--- src/hw/rtl/pted_pkg.sv ---
package pted_pkg;

  localparam int FIELD_COUNT  = 5;
  localparam int BYTE_W       = 8;
  localparam int FEAT_W       = 17;
  localparam int CFG_IDX_W    = 2;
  localparam int CFG_DATA_W   = 9;
  localparam int PHASE_W      = 3;

  // Result buffer geometry
  localparam int RESULT_DEPTH = 4;
  localparam int RPTR_W       = 2;
  localparam int RCNT_W       = 3;

  // Configuration register indexes
  localparam logic [CFG_IDX_W-1:0] CFG_CHANNEL_COUNT = 2'd0;
  localparam logic [CFG_IDX_W-1:0] CFG_ROW_COUNT     = 2'd1;

  // Decoder phase: waiting for a lead byte, or 1 + index of the next field
  localparam logic [PHASE_W-1:0] PHASE_LEAD = 3'd0;
  localparam logic [PHASE_W-1:0] NO_FIELD   = 3'd5;

  // Field slots
  localparam int FLD_NOTE   = 0;
  localparam int FLD_EFFECT = 3;
  localparam int FLD_PARAM  = 4;

  localparam logic [4:0] UNPACKED_MASK = 5'b11110;

  // Effect numbers
  localparam logic [7:0] EFF_EXT_E   = 8'd14;
  localparam logic [7:0] EFF_UNUSED_I = 8'd18;
  localparam logic [7:0] EFF_UNUSED_J = 8'd19;
  localparam logic [7:0] EFF_ENV_POS = 8'd21;
  localparam logic [7:0] EFF_UNUSED_M = 8'd22;
  localparam logic [7:0] EFF_UNUSED_N = 8'd23;
  localparam logic [7:0] EFF_UNUSED_O = 8'd24;
  localparam logic [7:0] EFF_UNUSED_Q = 8'd26;
  localparam logic [7:0] EFF_UNUSED_S = 8'd28;
  localparam logic [7:0] EFF_UNUSED_U = 8'd30;
  localparam logic [7:0] EFF_UNUSED_V = 8'd31;
  localparam logic [7:0] EFF_UNUSED_W = 8'd32;
  localparam logic [7:0] EFF_EXT_X   = 8'd33;
  localparam logic [7:0] EFF_EXT_Y   = 8'd34;
  localparam logic [7:0] EFF_FILT_A  = 8'd35;
  localparam logic [7:0] EFF_FILT_B  = 8'd36;
  localparam logic [7:0] EFF_FIRST_UNKNOWN = 8'd37;

  // Feature bit positions
  localparam int FT_ENV_POS   = 0;
  localparam int FT_EXTENSION = 1;
  localparam int FT_FILTER    = 2;
  localparam int FT_UNUSED_I  = 3;
  localparam int FT_UNKNOWN_X = 14;
  localparam int FT_REVERSE   = 15;
  localparam int FT_UNKNOWN   = 16;

  typedef logic [FIELD_COUNT-1:0][BYTE_W-1:0] fields_t;
  typedef logic [FEAT_W-1:0] feat_t;

  typedef struct packed {
    fields_t fields;
    logic    status;
    feat_t   features;
    logic    done;
  } result_t;

  typedef struct packed {
    logic first;
    logic second;
  } push_t;

  // Fields that follow a lead byte
  function automatic logic [4:0] needed_mask(input logic [7:0] lead);
    needed_mask = lead[7] ? lead[4:0] : UNPACKED_MASK;
  endfunction

  // First flagged field at or above a slot, NO_FIELD when none is left
  function automatic logic [PHASE_W-1:0] next_field(input logic [4:0] mask,
                                                    input logic [PHASE_W-1:0] from);
    logic [PHASE_W-1:0] r;
    r = NO_FIELD;
    for (int i = FIELD_COUNT - 1; i >= 0; i--) begin
      if (mask[i] && (PHASE_W'(i) >= from)) r = PHASE_W'(i);
    end
    return r;
  endfunction

  // Feature flags raised by one effect/parameter pair
  function automatic feat_t effect_features(input logic [7:0] effect,
                                            input logic [7:0] param);
    feat_t f;
    logic [3:0] hi;
    f  = '0;
    hi = param[7:4];
    case (effect)
      EFF_ENV_POS:            f[FT_ENV_POS] = 1'b1;
      EFF_EXT_Y:              f[FT_EXTENSION] = 1'b1;
      EFF_FILT_A, EFF_FILT_B: begin
        f[FT_EXTENSION] = 1'b1;
        f[FT_FILTER]    = 1'b1;
      end
      EFF_UNUSED_I: f[FT_UNUSED_I + 0] = 1'b1;
      EFF_UNUSED_J: f[FT_UNUSED_I + 1] = 1'b1;
      EFF_UNUSED_M: f[FT_UNUSED_I + 2] = 1'b1;
      EFF_UNUSED_N: f[FT_UNUSED_I + 3] = 1'b1;
      EFF_UNUSED_O: f[FT_UNUSED_I + 4] = 1'b1;
      EFF_UNUSED_Q: f[FT_UNUSED_I + 5] = 1'b1;
      EFF_UNUSED_S: f[FT_UNUSED_I + 6] = 1'b1;
      EFF_UNUSED_U: f[FT_UNUSED_I + 7] = 1'b1;
      EFF_UNUSED_V: f[FT_UNUSED_I + 8] = 1'b1;
      EFF_UNUSED_W: f[FT_UNUSED_I + 9] = 1'b1;
      EFF_EXT_E: begin
        if (hi == 4'hf) begin
          f[FT_EXTENSION] = 1'b1;
          f[FT_FILTER]    = 1'b1;
        end
      end
      EFF_EXT_X: begin
        case (hi) inside
          4'h0, 4'h1, 4'h2:  f = '0;
          4'h5, 4'h6, 4'ha:  f[FT_EXTENSION] = 1'b1;
          4'h9: begin
            f[FT_EXTENSION] = 1'b1;
            f[FT_REVERSE]   = (param[3:0] >= 4'he);
          end
          default:           f[FT_UNKNOWN_X] = 1'b1;
        endcase
      end
      default: begin
        if (effect >= EFF_FIRST_UNKNOWN) f[FT_UNKNOWN] = 1'b1;
      end
    endcase
    return f;
  endfunction

endpackage

--- src/hw/rtl/pted_if.sv ---
interface pted_in_if;
  logic       valid;
  logic       ready;
  logic [7:0] data_byte;
  logic       byte_is_last;

  modport source (output valid, output data_byte, output byte_is_last, input ready);
  modport sink   (input valid, input data_byte, input byte_is_last, output ready);
endinterface

interface pted_out_if;
  logic        valid;
  logic        ready;
  logic [7:0]  note_value;
  logic [7:0]  instrument_value;
  logic [7:0]  volume_value;
  logic [7:0]  effect_value;
  logic [7:0]  param_value;
  logic        status;
  logic [16:0] feature_bits;
  logic        pattern_done;

  modport source (output valid, output note_value, output instrument_value,
                  output volume_value, output effect_value, output param_value,
                  output status, output feature_bits, output pattern_done,
                  input ready);
  modport sink   (input valid, input note_value, input instrument_value,
                  input volume_value, input effect_value, input param_value,
                  input status, input feature_bits, input pattern_done,
                  output ready);
endinterface

interface pted_cfg_if;
  logic       valid;
  logic       ready;
  logic [1:0] reg_index;
  logic [8:0] wr_data;

  modport source (output valid, output reg_index, output wr_data, input ready);
  modport sink   (input valid, input reg_index, input wr_data, output ready);
endinterface

--- src/hw/rtl/pted_out_fifo.sv ---
module pted_out_fifo (
  input  logic               clk,
  input  logic               rst_n,
  input  pted_pkg::push_t    push,
  input  pted_pkg::result_t  item0,
  input  pted_pkg::result_t  item1,
  output logic               room,
  output logic               out_valid,
  output pted_pkg::result_t  out_item,
  input  logic               out_ready
);

  pted_pkg::result_t                     mem_r [pted_pkg::RESULT_DEPTH];
  logic [pted_pkg::RPTR_W-1:0]           wr_ptr_r, wr_ptr_nxt;
  logic [pted_pkg::RPTR_W-1:0]           rd_ptr_r, rd_ptr_nxt;
  logic [pted_pkg::RCNT_W-1:0]           count_r, count_nxt;
  logic [pted_pkg::RPTR_W-1:0]           wr_ptr_p1;
  logic                                  pop;
  logic [pted_pkg::RCNT_W-1:0]           push_n;

  // Accept only while two slots are free
  assign room      = (count_r <= pted_pkg::RCNT_W'(pted_pkg::RESULT_DEPTH - 2));
  assign out_valid = (count_r != '0);
  assign out_item  = mem_r[rd_ptr_r];
  assign pop       = out_valid && out_ready;
  assign wr_ptr_p1 = wr_ptr_r + pted_pkg::RPTR_W'(1);

  always_comb begin
    push_n     = pted_pkg::RCNT_W'(push.first) + pted_pkg::RCNT_W'(push.second);
    wr_ptr_nxt = wr_ptr_r + push_n[pted_pkg::RPTR_W-1:0];
    rd_ptr_nxt = rd_ptr_r + pted_pkg::RPTR_W'(pop);
    count_nxt  = count_r + push_n - pted_pkg::RCNT_W'(pop);
  end

  // Advance pointers and occupancy
  always_ff @(posedge clk) begin
    if (!rst_n) begin
      wr_ptr_r <= '0;
      rd_ptr_r <= '0;
      count_r  <= '0;
    end else begin
      wr_ptr_r <= wr_ptr_nxt;
      rd_ptr_r <= rd_ptr_nxt;
      count_r  <= count_nxt;
    end
  end

  // Store results, a second one right after the first
  always_ff @(posedge clk) begin
    if (push.first)  mem_r[wr_ptr_r]  <= item0;
    if (push.second) mem_r[wr_ptr_p1] <= item1;
  end

endmodule

--- src/hw/rtl/tracker_pattern_event_decoder.sv ---
// A byte that completes an event writes its result into the result buffer, which shows it
// on out_ch; a byte that ends the data early adds a second result behind it.
// Throughput: one byte per cycle; in_ch.ready drops only when the four-entry
// result buffer has fewer than two free slots.
// Reset (synchronous, rst_n low): decoder rearmed, features cleared, buffer
// emptied, channel_count 0 and row_count 64 (MAX_ROWS if smaller).
module tracker_pattern_event_decoder #(
  parameter int CHAN_LIMIT = 256,
  parameter int MAX_ROWS   = 256
) (
  input  logic       clk,
  input  logic       rst_n,
  pted_in_if.sink    in_ch,
  pted_out_if.source out_ch,
  pted_cfg_if.sink   cfg_ch
);

  localparam int CH_W  = $clog2(CHAN_LIMIT + 1);
  localparam int ROW_W = $clog2(MAX_ROWS + 1);
  localparam int CNT_W = CH_W + ROW_W;
  localparam int ROW_RESET_VAL = (64 > MAX_ROWS) ? MAX_ROWS : 64;

  // Configuration, held clamped, with the event total kept alongside
  logic [CH_W-1:0]  chan_r;
  logic [ROW_W-1:0] row_r;
  logic [CNT_W-1:0] total_r;
  logic [CH_W-1:0]  wr_chan;
  logic [ROW_W-1:0] wr_row;
  logic             cfg_fire;

  // Decoder state
  logic [pted_pkg::PHASE_W-1:0] phase_r, phase_nxt;
  logic [7:0]                   lead_r, lead_nxt;
  pted_pkg::fields_t            part_r, part_nxt;
  logic [CNT_W-1:0]             done_cnt_r, done_cnt_nxt;
  logic                         finished_r, finished_nxt;
  pted_pkg::feat_t              sticky_r, sticky_nxt;

  // Per-byte working values
  logic                         in_fire;
  logic                         in_last;
  logic [7:0]                   lead_v;
  pted_pkg::fields_t            flds;
  pted_pkg::fields_t            trunc;
  logic [pted_pkg::PHASE_W-1:0] slot;
  logic [pted_pkg::PHASE_W-1:0] from;
  logic [pted_pkg::PHASE_W-1:0] nf;
  pted_pkg::feat_t              feat;
  logic [CNT_W-1:0]             cnt_inc;

  pted_pkg::push_t   push;
  pted_pkg::result_t res0, res1;
  pted_pkg::result_t out_item;
  logic              room;

  assign cfg_ch.ready = 1'b1;
  assign cfg_fire     = cfg_ch.valid && cfg_ch.ready;

  always_comb begin
    wr_chan = (int'(cfg_ch.wr_data) > CHAN_LIMIT) ? CH_W'(CHAN_LIMIT)
                                                  : CH_W'(cfg_ch.wr_data);
    wr_row  = (int'(cfg_ch.wr_data) > MAX_ROWS) ? ROW_W'(MAX_ROWS)
                                                : ROW_W'(cfg_ch.wr_data);
  end

  // Write registers and refresh the total in the same cycle
  always_ff @(posedge clk) begin
    if (!rst_n) begin
      chan_r  <= '0;
      row_r   <= ROW_W'(ROW_RESET_VAL);
      total_r <= '0;
    end else if (cfg_fire) begin
      if (cfg_ch.reg_index == pted_pkg::CFG_CHANNEL_COUNT) begin
        chan_r  <= wr_chan;
        total_r <= CNT_W'(wr_chan) * CNT_W'(row_r);
      end else if (cfg_ch.reg_index == pted_pkg::CFG_ROW_COUNT) begin
        row_r   <= wr_row;
        total_r <= CNT_W'(chan_r) * CNT_W'(wr_row);
      end
    end
  end

  assign in_ch.ready = room;
  assign in_fire     = in_ch.valid && in_ch.ready;
  assign in_last     = in_ch.byte_is_last;

  // Place the byte into the event under assembly
  always_comb begin
    if (phase_r == pted_pkg::PHASE_LEAD) begin
      slot   = '0;
      lead_v = in_ch.data_byte;
      flds   = '0;
      if (!in_ch.data_byte[7]) flds[pted_pkg::FLD_NOTE] = in_ch.data_byte;
      from   = '0;
    end else begin
      slot       = phase_r - pted_pkg::PHASE_W'(1);
      lead_v     = lead_r;
      flds       = part_r;
      flds[slot] = in_ch.data_byte;
      from       = phase_r;
    end
    nf      = pted_pkg::next_field(pted_pkg::needed_mask(lead_v), from);
    feat    = sticky_r | pted_pkg::effect_features(flds[pted_pkg::FLD_EFFECT],
                                                   flds[pted_pkg::FLD_PARAM]);
    cnt_inc = done_cnt_r + CNT_W'(1);
    trunc   = flds;
    if (!lead_v[7]) trunc[pted_pkg::FIELD_COUNT-1:1] = '0;
  end

  // Next state and results
  always_comb begin
    phase_nxt    = phase_r;
    lead_nxt     = lead_r;
    part_nxt     = part_r;
    done_cnt_nxt = done_cnt_r;
    finished_nxt = finished_r;
    sticky_nxt   = sticky_r;
    push         = '0;
    res0         = '0;
    res1         = '0;

    if (in_fire) begin
      if (finished_r || (done_cnt_r >= total_r)) begin
        // Drop extra bytes; rearm on the marked last one
        if (in_last) begin
          phase_nxt    = pted_pkg::PHASE_LEAD;
          lead_nxt     = '0;
          part_nxt     = '0;
          done_cnt_nxt = '0;
          finished_nxt = 1'b0;
        end
      end else if (nf != pted_pkg::NO_FIELD) begin
        if (!in_last) begin
          phase_nxt = nf + pted_pkg::PHASE_W'(1);
          lead_nxt  = lead_v;
          part_nxt  = flds;
        end else begin
          // Event cut short by the end of the data
          push.first    = 1'b1;
          res0.fields   = trunc;
          res0.status   = 1'b1;
          res0.features = sticky_r;
          res0.done     = 1'b1;
          phase_nxt     = pted_pkg::PHASE_LEAD;
          lead_nxt      = '0;
          part_nxt      = '0;
          done_cnt_nxt  = '0;
          finished_nxt  = 1'b0;
        end
      end else begin
        // Event complete
        sticky_nxt    = feat;
        phase_nxt     = pted_pkg::PHASE_LEAD;
        lead_nxt      = lead_v;
        part_nxt      = flds;
        push.first    = 1'b1;
        res0.fields   = flds;
        res0.status   = 1'b0;
        res0.features = feat;
        res0.done     = 1'b0;
        if (cnt_inc >= total_r) begin
          res0.done = 1'b1;
          if (in_last) begin
            lead_nxt     = '0;
            part_nxt     = '0;
            done_cnt_nxt = '0;
            finished_nxt = 1'b0;
          end else begin
            done_cnt_nxt = cnt_inc;
            finished_nxt = 1'b1;
          end
        end else if (in_last) begin
          // Data ended with events still due
          push.second   = 1'b1;
          res1.fields   = '0;
          res1.status   = 1'b1;
          res1.features = feat;
          res1.done     = 1'b1;
          lead_nxt      = '0;
          part_nxt      = '0;
          done_cnt_nxt  = '0;
          finished_nxt  = 1'b0;
        end else begin
          done_cnt_nxt = cnt_inc;
        end
      end
    end
  end

  always_ff @(posedge clk) begin
    if (!rst_n) begin
      phase_r    <= pted_pkg::PHASE_LEAD;
      lead_r     <= '0;
      part_r     <= '0;
      done_cnt_r <= '0;
      finished_r <= 1'b0;
      sticky_r   <= '0;
    end else begin
      phase_r    <= phase_nxt;
      lead_r     <= lead_nxt;
      part_r     <= part_nxt;
      done_cnt_r <= done_cnt_nxt;
      finished_r <= finished_nxt;
      sticky_r   <= sticky_nxt;
    end
  end

  pted_out_fifo u_out_fifo (
    .clk       (clk),
    .rst_n     (rst_n),
    .push      (push),
    .item0     (res0),
    .item1     (res1),
    .room      (room),
    .out_valid (out_ch.valid),
    .out_item  (out_item),
    .out_ready (out_ch.ready)
  );

  assign out_ch.note_value       = out_item.fields[0];
  assign out_ch.instrument_value = out_item.fields[1];
  assign out_ch.volume_value     = out_item.fields[2];
  assign out_ch.effect_value     = out_item.fields[3];
  assign out_ch.param_value      = out_item.fields[4];
  assign out_ch.status           = out_item.status;
  assign out_ch.feature_bits     = out_item.features;
  assign out_ch.pattern_done     = out_item.done;

endmodule

--- src/flat_wrapper.sv ---
// flat-port wrapper written by rule: the top's interface ports become plain ports
module tracker_pattern_event_decoder_flat 
#(
  parameter int CHAN_LIMIT = 256,
  parameter int MAX_ROWS   = 256
)
  (clk, rst_n, in_ch_valid, in_ch_data_byte, in_ch_byte_is_last, in_ch_ready, out_ch_valid, out_ch_note_value, out_ch_instrument_value, out_ch_volume_value, out_ch_effect_value, out_ch_param_value, out_ch_status, out_ch_feature_bits, out_ch_pattern_done, out_ch_ready, cfg_ch_valid, cfg_ch_reg_index, cfg_ch_wr_data, cfg_ch_ready);
  pted_in_if in_ch_i ();
  pted_out_if out_ch_i ();
  pted_cfg_if cfg_ch_i ();
  input  logic clk;
  input  logic rst_n;
  input wire logic [$bits(in_ch_i.valid)-1:0] in_ch_valid;
  input wire logic [$bits(in_ch_i.data_byte)-1:0] in_ch_data_byte;
  input wire logic [$bits(in_ch_i.byte_is_last)-1:0] in_ch_byte_is_last;
  output wire logic [$bits(in_ch_i.ready)-1:0] in_ch_ready;
  output wire logic [$bits(out_ch_i.valid)-1:0] out_ch_valid;
  output wire logic [$bits(out_ch_i.note_value)-1:0] out_ch_note_value;
  output wire logic [$bits(out_ch_i.instrument_value)-1:0] out_ch_instrument_value;
  output wire logic [$bits(out_ch_i.volume_value)-1:0] out_ch_volume_value;
  output wire logic [$bits(out_ch_i.effect_value)-1:0] out_ch_effect_value;
  output wire logic [$bits(out_ch_i.param_value)-1:0] out_ch_param_value;
  output wire logic [$bits(out_ch_i.status)-1:0] out_ch_status;
  output wire logic [$bits(out_ch_i.feature_bits)-1:0] out_ch_feature_bits;
  output wire logic [$bits(out_ch_i.pattern_done)-1:0] out_ch_pattern_done;
  input wire logic [$bits(out_ch_i.ready)-1:0] out_ch_ready;
  input wire logic [$bits(cfg_ch_i.valid)-1:0] cfg_ch_valid;
  input wire logic [$bits(cfg_ch_i.reg_index)-1:0] cfg_ch_reg_index;
  input wire logic [$bits(cfg_ch_i.wr_data)-1:0] cfg_ch_wr_data;
  output wire logic [$bits(cfg_ch_i.ready)-1:0] cfg_ch_ready;
  assign in_ch_i.valid = in_ch_valid;
  assign in_ch_i.data_byte = in_ch_data_byte;
  assign in_ch_i.byte_is_last = in_ch_byte_is_last;
  assign in_ch_ready = in_ch_i.ready;
  assign out_ch_valid = out_ch_i.valid;
  assign out_ch_note_value = out_ch_i.note_value;
  assign out_ch_instrument_value = out_ch_i.instrument_value;
  assign out_ch_volume_value = out_ch_i.volume_value;
  assign out_ch_effect_value = out_ch_i.effect_value;
  assign out_ch_param_value = out_ch_i.param_value;
  assign out_ch_status = out_ch_i.status;
  assign out_ch_feature_bits = out_ch_i.feature_bits;
  assign out_ch_pattern_done = out_ch_i.pattern_done;
  assign out_ch_i.ready = out_ch_ready;
  assign cfg_ch_i.valid = cfg_ch_valid;
  assign cfg_ch_i.reg_index = cfg_ch_reg_index;
  assign cfg_ch_i.wr_data = cfg_ch_wr_data;
  assign cfg_ch_ready = cfg_ch_i.ready;
  tracker_pattern_event_decoder #(.CHAN_LIMIT(CHAN_LIMIT), .MAX_ROWS(MAX_ROWS)) u_core (.clk(clk), .rst_n(rst_n), .in_ch(in_ch_i), .out_ch(out_ch_i), .cfg_ch(cfg_ch_i));
endmodule
--- config.mk ---
export PLATFORM = sky130hd
export DESIGN_NAME = tracker_pattern_event_decoder_flat
export DESIGN_NICKNAME = d
export VERILOG_FILES = /design/src/hw/rtl/pted_pkg.sv /design/src/hw/rtl/pted_if.sv /design/src/hw/rtl/pted_out_fifo.sv /design/src/hw/rtl/tracker_pattern_event_decoder.sv /design/src/flat_wrapper.sv
export SDC_FILE = /design/constraint.sdc
export NUM_CORES = 1
export LEC_CHECK = 0
export ABC_AREA = 0
export BUFFER_PORTS_ARGS = -buffer_cell sky130_fd_sc_hd__buf_2
export CORE_ASPECT_RATIO = 1.4
export CORE_MARGIN = 2
export CORE_UTILIZATION = 40
export DETAILED_ROUTE_END_ITERATION = 8
export GPL_ROUTABILITY_DRIVEN = 1
export SLEW_MARGIN = 20
export SYNTH_ARGS = -nofsm -noshare
export SYNTH_HDL_FRONTEND = slang
export SYNTH_SLANG_ARGS = --single-unit
--- constraint.sdc ---
create_clock -name clk -period 7.6 [get_ports clk]
set_input_delay 0.76 -clock clk [delete_from_list [all_inputs] [get_ports clk]]
set_output_delay 0.76 -clock clk [all_outputs]
set_load 0.01 [all_outputs]
==> results.tsv, run 1 <==
metric	value	unit
status	finished clean	
cp_max_fo	6	
regArea	7910	µm²
p_int	3.57	mW
required	8.06	ns
coreArea	54300	µm²
yosys.area.top_type	dfxtp_1	
cts_buffers	38	
setup_viol	0	
setup_tns	0	ns
pwr-share-seq	0.426	
slew_viol_final	0	
synth_most_common_cell	nand2_1	
async_reset_ff_frac	0	
switching_power	1.44	mW
slew_headroom	0.300	
post_cts_buffers	0	
cts_hold_buffers	0	
multi_input_area	12900	µm²
endpoint_kind	register	
drt-initial-drc-count	1086	
maxCapViolations	0	
drt_first_pass_iters	5	
cts_root_buffer	clkbuf_16	
die-area	57100	µm²
clkSinkCount	359	
crit_arrival	6.21	ns
routedWlPerCell	19.2	µm
synth_warnings	0	
synth-main-ff-cell	dfxtp_1	
cts_tree	built	
ys_seq_elements	359	
peakVddDrop	0.000187	V
synth_edf_count	72	
swShare	0.288	
antenna_found_initial	0	
area_growth	10.3	%
vias	17100	
whs	0.452	ns
routed_via_density	5.48	
synth-seq-area-share	0.358	
hp-class	reg2reg	
first_global_vias	17600	
fp.dieH	282	µm
yosysUniqueCellTypes	88	
synth_nets	2618	
fillers	5256	
finalClockSkew	0.0252	ns
syn-mean-instance-area	9.32	µm²
grt_overflow	0	
dpl.cell_count	3054	
ant_nets	0	
htree_levels	2	
die_w	203	µm
io_buffers	84	
finish.net_count	2622	
grt_usage	0.212	
drc	0	
clkTransAtPathRegs	0.06	ns
pwr-share-comb	0.187	
grt_max_degree	68	
cts_resized	0	
p_clk_frac	0.387	
place_congestion	0.870	
fin_cells	3123	
synthesis.area	22100	µm²
start_util	0.406	
p_leak	9.84	nW
hold_viol_final	0	
startpoint_type	register	
syn-instance-count	2369	
synth_common_cells	nand2_1, dfxtp_1, nor2_1	
clk_path_buf_depth	3	
min_period	5.75	ns
max_freq	174	MHz
place_hpwl	42.2	mm
ys_top_cells_by_area	dfxtp_1, edfxtp_1, fa_1	
routed_wl	60.1	mm
num_io_pins	87	
diodes	0	
drive_above_1_share	0.118	
path_class	reg2reg	
rsz0062_at_grt	false	
num_rows	101	
finalCritPeriodShare	0.756	
p_per_area	206	nW/µm²
grt_first_pass_wirelength	95.4	mm
synth_top_area_share	0.260	
clk_latency	0.57	ns
tightest_slew	1.04	ns
power by group through the flow:
| stage | registers [mW] | logic [mW] | clock network, mW |
|---|---|---|---|
| 6_report | 2.13 | 0.938 | 1.94 |
| 5_1_grt | 2.15 | 1.02 | 2.04 |
| 4_1_cts | 2.14 | 0.948 | 1.98 |
| 2_1_floorplan | 2.11 | 0.710 | 0 |
| 3_5_place_dp | 2.18 | 0.944 | 0 |
| 3_3_place_gp | 2.17 | 0.923 | 0 |
registers in the layout, indices dropped and copies added, names as in the netlist:
register and flops:
u_core.finished_r 1, u_core.phase_r 3, u_core.u_out_fifo.count_r 3, u_core.chan_r 9
u_core.u_out_fifo.wr_ptr_r 2, u_core.u_out_fifo.rd_ptr_r 2, u_core.total_r 18, u_core.lead_r 6
u_core.row_r 9, u_core.sticky_r 16, u_core.part_r 40, u_core.done_cnt_r 18
u_core.u_out_fifo.mem_r 232
through the flow:
step                power [mW]  utilization  worst slack [ns]  cell area, µm²
finish                    5.01        0.448              1.85           24300
global placement          3.09        0.424              1.63           23000
global route              5.21        0.448              1.44           24300
floorplan                 2.82            -              2.04           22100
CTS                       5.06        0.448              1.80           24300
detailed placement        3.12        0.424              1.46           23000
metal layers:
layer | GRT usage | share of wire
met5 | 0 | 0
met4 | 0.0897 | 0.035
met3 | 0.0262 | 0.043
met2 | 0.400 | 0.53
met1 | 0.238 | 0.39
cell type report:
cell class | instances | area share
Sequential cell | 359 | 0.325
Timing Repair Buffer | 115 | 0.0268
Multi-Input combinational cell | 1683 | 0.531
Inverter | 176 | 0.0271
Clock buffer | 54 | 0.0449
Tap cell | 721 | 0.0371
Clock inverter | 15 | 0.00812
logic make-up after synthesis:
| group | count (synthesis) | share of synthesized area |
|---|---|---|
| simple gates | 859 | 0.183 |
| other cells | 2 | 0.000340 |
| flops | 359 | 0.358 |
| buf+inv | 327 | 0.0597 |
| mux | 96 | 0.0767 |
| compound gates | 456 | 0.142 |
| xor+xnor | 46 | 0.0183 |
| fa+ha+maj | 224 | 0.161 |
cells in the final DEF, fill, tap and decap left out, types with 8 or more instances in the layout:
master | Yosys | layout
buf_2 | 36 | 84
a22o_1 | 51 | 51
a31oi_1 | 9 | 8
dfxtp_1 | 287 | 285
o21ai_0 | 62 | 62
nand2b_1 | 16 | 16
mux4_2 | 58 | 58
inv_1 | 175 | 175
edfxtp_1 | 72 | 72
and2_1 | 117 | 117
ha_1 | 123 | 123
fa_1 | 101 | 101
o21a_1 | 12 | 12
o211ai_1 | 10 | 10
xnor2_1 | 27 | 27
o2bb2ai_1 | 21 | 21
mux2i_1 | 34 | 34
and3_1 | 21 | 21
nand3_1 | 42 | 42
nor2_1 | 181 | 180
a21o_1 | 14 | 14
nor3_1 | 24 | 24
a21boi_0 | 21 | 21
xor2_1 | 19 | 19
a21oi_1 | 145 | 145
clkbuf_16 | 0 | 39
nor2b_1 | 28 | 28
nand2_1 | 369 | 369
buf_4 | 8 | 31
clkbuf_1 | 88 | 9
a211oi_1 | 18 | 18
a22oi_1 | 14 | 14
path summary, 6_finish.rpt:
path                                                      from                        endpoint  slack (ns)  depth (start not counted)
worst min register to register  u_core.u_out_fifo.mem_r[1][32]  u_core.u_out_fifo.mem_r[1][32]        0.45                          2
worst min-delay path            u_core.u_out_fifo.mem_r[1][32]  u_core.u_out_fifo.mem_r[1][32]        0.45                          2
worst max-delay path                      u_core.done_cnt_r[0]    u_core.u_out_fifo.count_r[2]        1.85                         24
worst max register to register            u_core.done_cnt_r[0]    u_core.u_out_fifo.count_r[2]        1.85                         24
worst max-delay path: stages (launching register included):
cell and delay [ns]:
dfxtp_1 0.42, ha_1 0.28, and3_1 0.29, and3_1 0.27, and3_1 0.27, nand3_1 0.21
nor2_1 0.19, xor2_1 0.22, ha_1 0.28, o21ai_0 0.18, a22oi_1 0.18, and3_1 0.22
a32oi_1 0.41, nand3_4 0.24, nor2_2 0.27, ha_1 0.30, inv_1 0.08, ha_1 0.23
inv_1 0.06, ha_1 0.12, inv_1 0.05, fa_1 0.44, xor2_1 0.17, xnor2_1 0.12
and2_1 0.15
No activity file was read; power rests on OpenSTA's default activity.
==> inputs of run 2 (changes only) <==
==> constraint.sdc (replaced) <==
create_clock -name clk -period 4.8 [get_ports clk]
set_input_delay 0.48 -clock clk [delete_from_list [all_inputs] [get_ports clk]]
set_output_delay 0.48 -clock clk [all_outputs]
set_load 0.01 [all_outputs]
==> run 2 against run 1 <==
Wire length rose by 1.3%. Maximum frequency rose by 25%. Die area did not move. Critical endpoint unchanged. Highest routed layer is now met5.
==> results.tsv, run 2 (synthesis gave the netlist of run 1 again) <==
metric	value	unit
min_period	4.60	ns
die-area	57100	µm²
reg2reg_to	u_core.u_out_fifo.count_r[2]	
num_rows	101	
first_global_vias	18000	
slew_headroom	0.322	
ant_nets	0	
finalClockSkew	0.0285	ns
routed_via_density	5.39	
hold_viol_final	0	
pre_cts_ws	-0.382	ns
cts_root_buffer	clkbuf_16	
slew_viol_final	0	
vias	17600	
endpoint_kind	register	
p_per_area	315	nW/µm²
crit_arrival	5.04	ns
place_hpwl	44.3	mm
grt_overflow	0	
final_area	25700	µm²
fillers	5167	
routedWlPerCell	18.7	µm
coreArea	54300	µm²
routed_wl	60.9	mm
grt_max_degree	58	
drt_first_pass_iters	6	
maxCapViolations	0	
status	finished clean	
largest_registers	u_core.u_out_fifo.mem_r: 232 flops, u_core.part_r: 40 flops	
place_area	24100	µm²
diodes	0	
min-delay-start	in_ch_data_byte[7]	
min_to	u_core.part_r[15]	
max_freq	217	MHz
start_util	0.406	
drc	0	
num_io_pins	87	
startpoint_type	register	
place_congestion	0.865	
area_growth	16.4	%
ff2ff_setup_slack	0.20	ns
path_class	reg2reg	
tightest_slew	1.01	ns
r2r-start	u_core.done_cnt_r[2]	
htree_levels	2	
drt-initial-drc-count	895	
hp-class	in2reg	
io_buffers	84	
regMostFlops	u_core.u_out_fifo.mem_r	
clkTransAtPathRegs	0.07	ns
antenna_found_initial	1	
largest_reg_flops	232	
finalCritPeriodShare	0.958	
peakVddDrop	0.000400	V
setup_viol	0	
cts_tree	built	
final_common_cell	nand2_1	
setup_ws	0.201	ns
cp_max_fo	3	
fp.dieH	282	µm
grt_first_pass_wirelength	96.6	mm
p_leak	10.6	nW
rr_worst_depth	26	
cts_buffers	38	
p_total	8.10	mW
drive_above_1_share	0.181	
final_cell_mix	nand2_1, dfxtp_1, nor2_1	
fin_util	0.473	
clkSinkCount	359	
whs	0.307	ns
required	5.24	ns
clk_path_buf_depth	3	
clk_latency	0.56	ns
hold_depth	2	
grt_usage	0.213	
die_w	203	µm
finish.net_count	2762	
run 2: critical path: stages, from the launching register on:
cell and delay, ns:
dfxtp_2 0.33, and3_4 0.19, and3_4 0.19, and3_4 0.19, and3_4 0.20, nand3_4 0.10
buf_6 0.15, xnor2_2 0.12, ha_1 0.31, a22oi_2 0.16, a22oi_1 0.09, buf_4 0.16
and3_1 0.18, a32oi_2 0.18, buf_4 0.17, nand3_4 0.11, nor2_4 0.17, ha_4 0.21
inv_1 0.05, ha_1 0.22, inv_1 0.05, ha_1 0.12, inv_1 0.05, fa_2 0.33
xor2_1 0.16, xnor2_1 0.13, and2_1 0.15
run 2: worst max path at each step:
stage	start	endpoint	slack, ns	cells past startpoint
finish	u_core.done_cnt_r[2]	u_core.u_out_fifo.count_r[2]	0.20	26
global route	u_core.done_cnt_r[2]	u_core.u_out_fifo.count_r[2]	-0.01	26
CTS	u_core.done_cnt_r[8]	u_core.u_out_fifo.count_r[2]	0.0004	25
detailed placement	cfg_ch_wr_data[8]	u_core.total_r[15]	-0.38	19
global placement	cfg_ch_wr_data[8]	u_core.total_r[16]	-0.34	20
floorplan	cfg_ch_wr_data[0]	u_core.total_r[15]	0.0002	19
run 2: timing repair:
action                                  4_1_cts  5_1_grt
resized for setup                             7       33
hold buffers                                  0        0
pin swaps                                     1       15
buffers inserted                              1        5
endpoints found under the setup margin        1        6
run 2: through the flow:
step                      cells  TNS (ns)
final                      3264         0
after global routing       3264   -0.0169
after CTS                  3259         0
after floorplan            2369         0
after global placement     3188     -1.49
after detailed placement   3188     -2.06
run 2: cell type report:
cell class / instances / area (µm²) / share of cell area
Inverter: 176 / 661 / 0.0257
Timing Repair Buffer: 255 / 1760 / 0.0685
Clock inverter: 16 / 251 / 0.00979
Tap cell: 721 / 902 / 0.0351
Clock buffer: 54 / 1080 / 0.0421
Multi-Input combinational cell: 1683 / 13100 / 0.510
Sequential cell: 359 / 7930 / 0.309
run 2: layer usage:
metal | vias up | track usage | part of all wire
li1 | 8398 | - | -
met5 | - | 0 | 0.00011
met4 | 2 | 0.0949 | 0.041
met2 | 463 | 0.408 | 0.54
met3 | 139 | 0.0279 | 0.045
met1 | 8601 | 0.234 | 0.38
run 2: where the power goes:
part           leakage, nW  internal [mW]  switching (mW)  total [mW]
sequential            2.95           3.23           0.152        3.38
clock                0.657           1.91            1.25        3.16
combinational         7.04          0.669           0.896        1.57
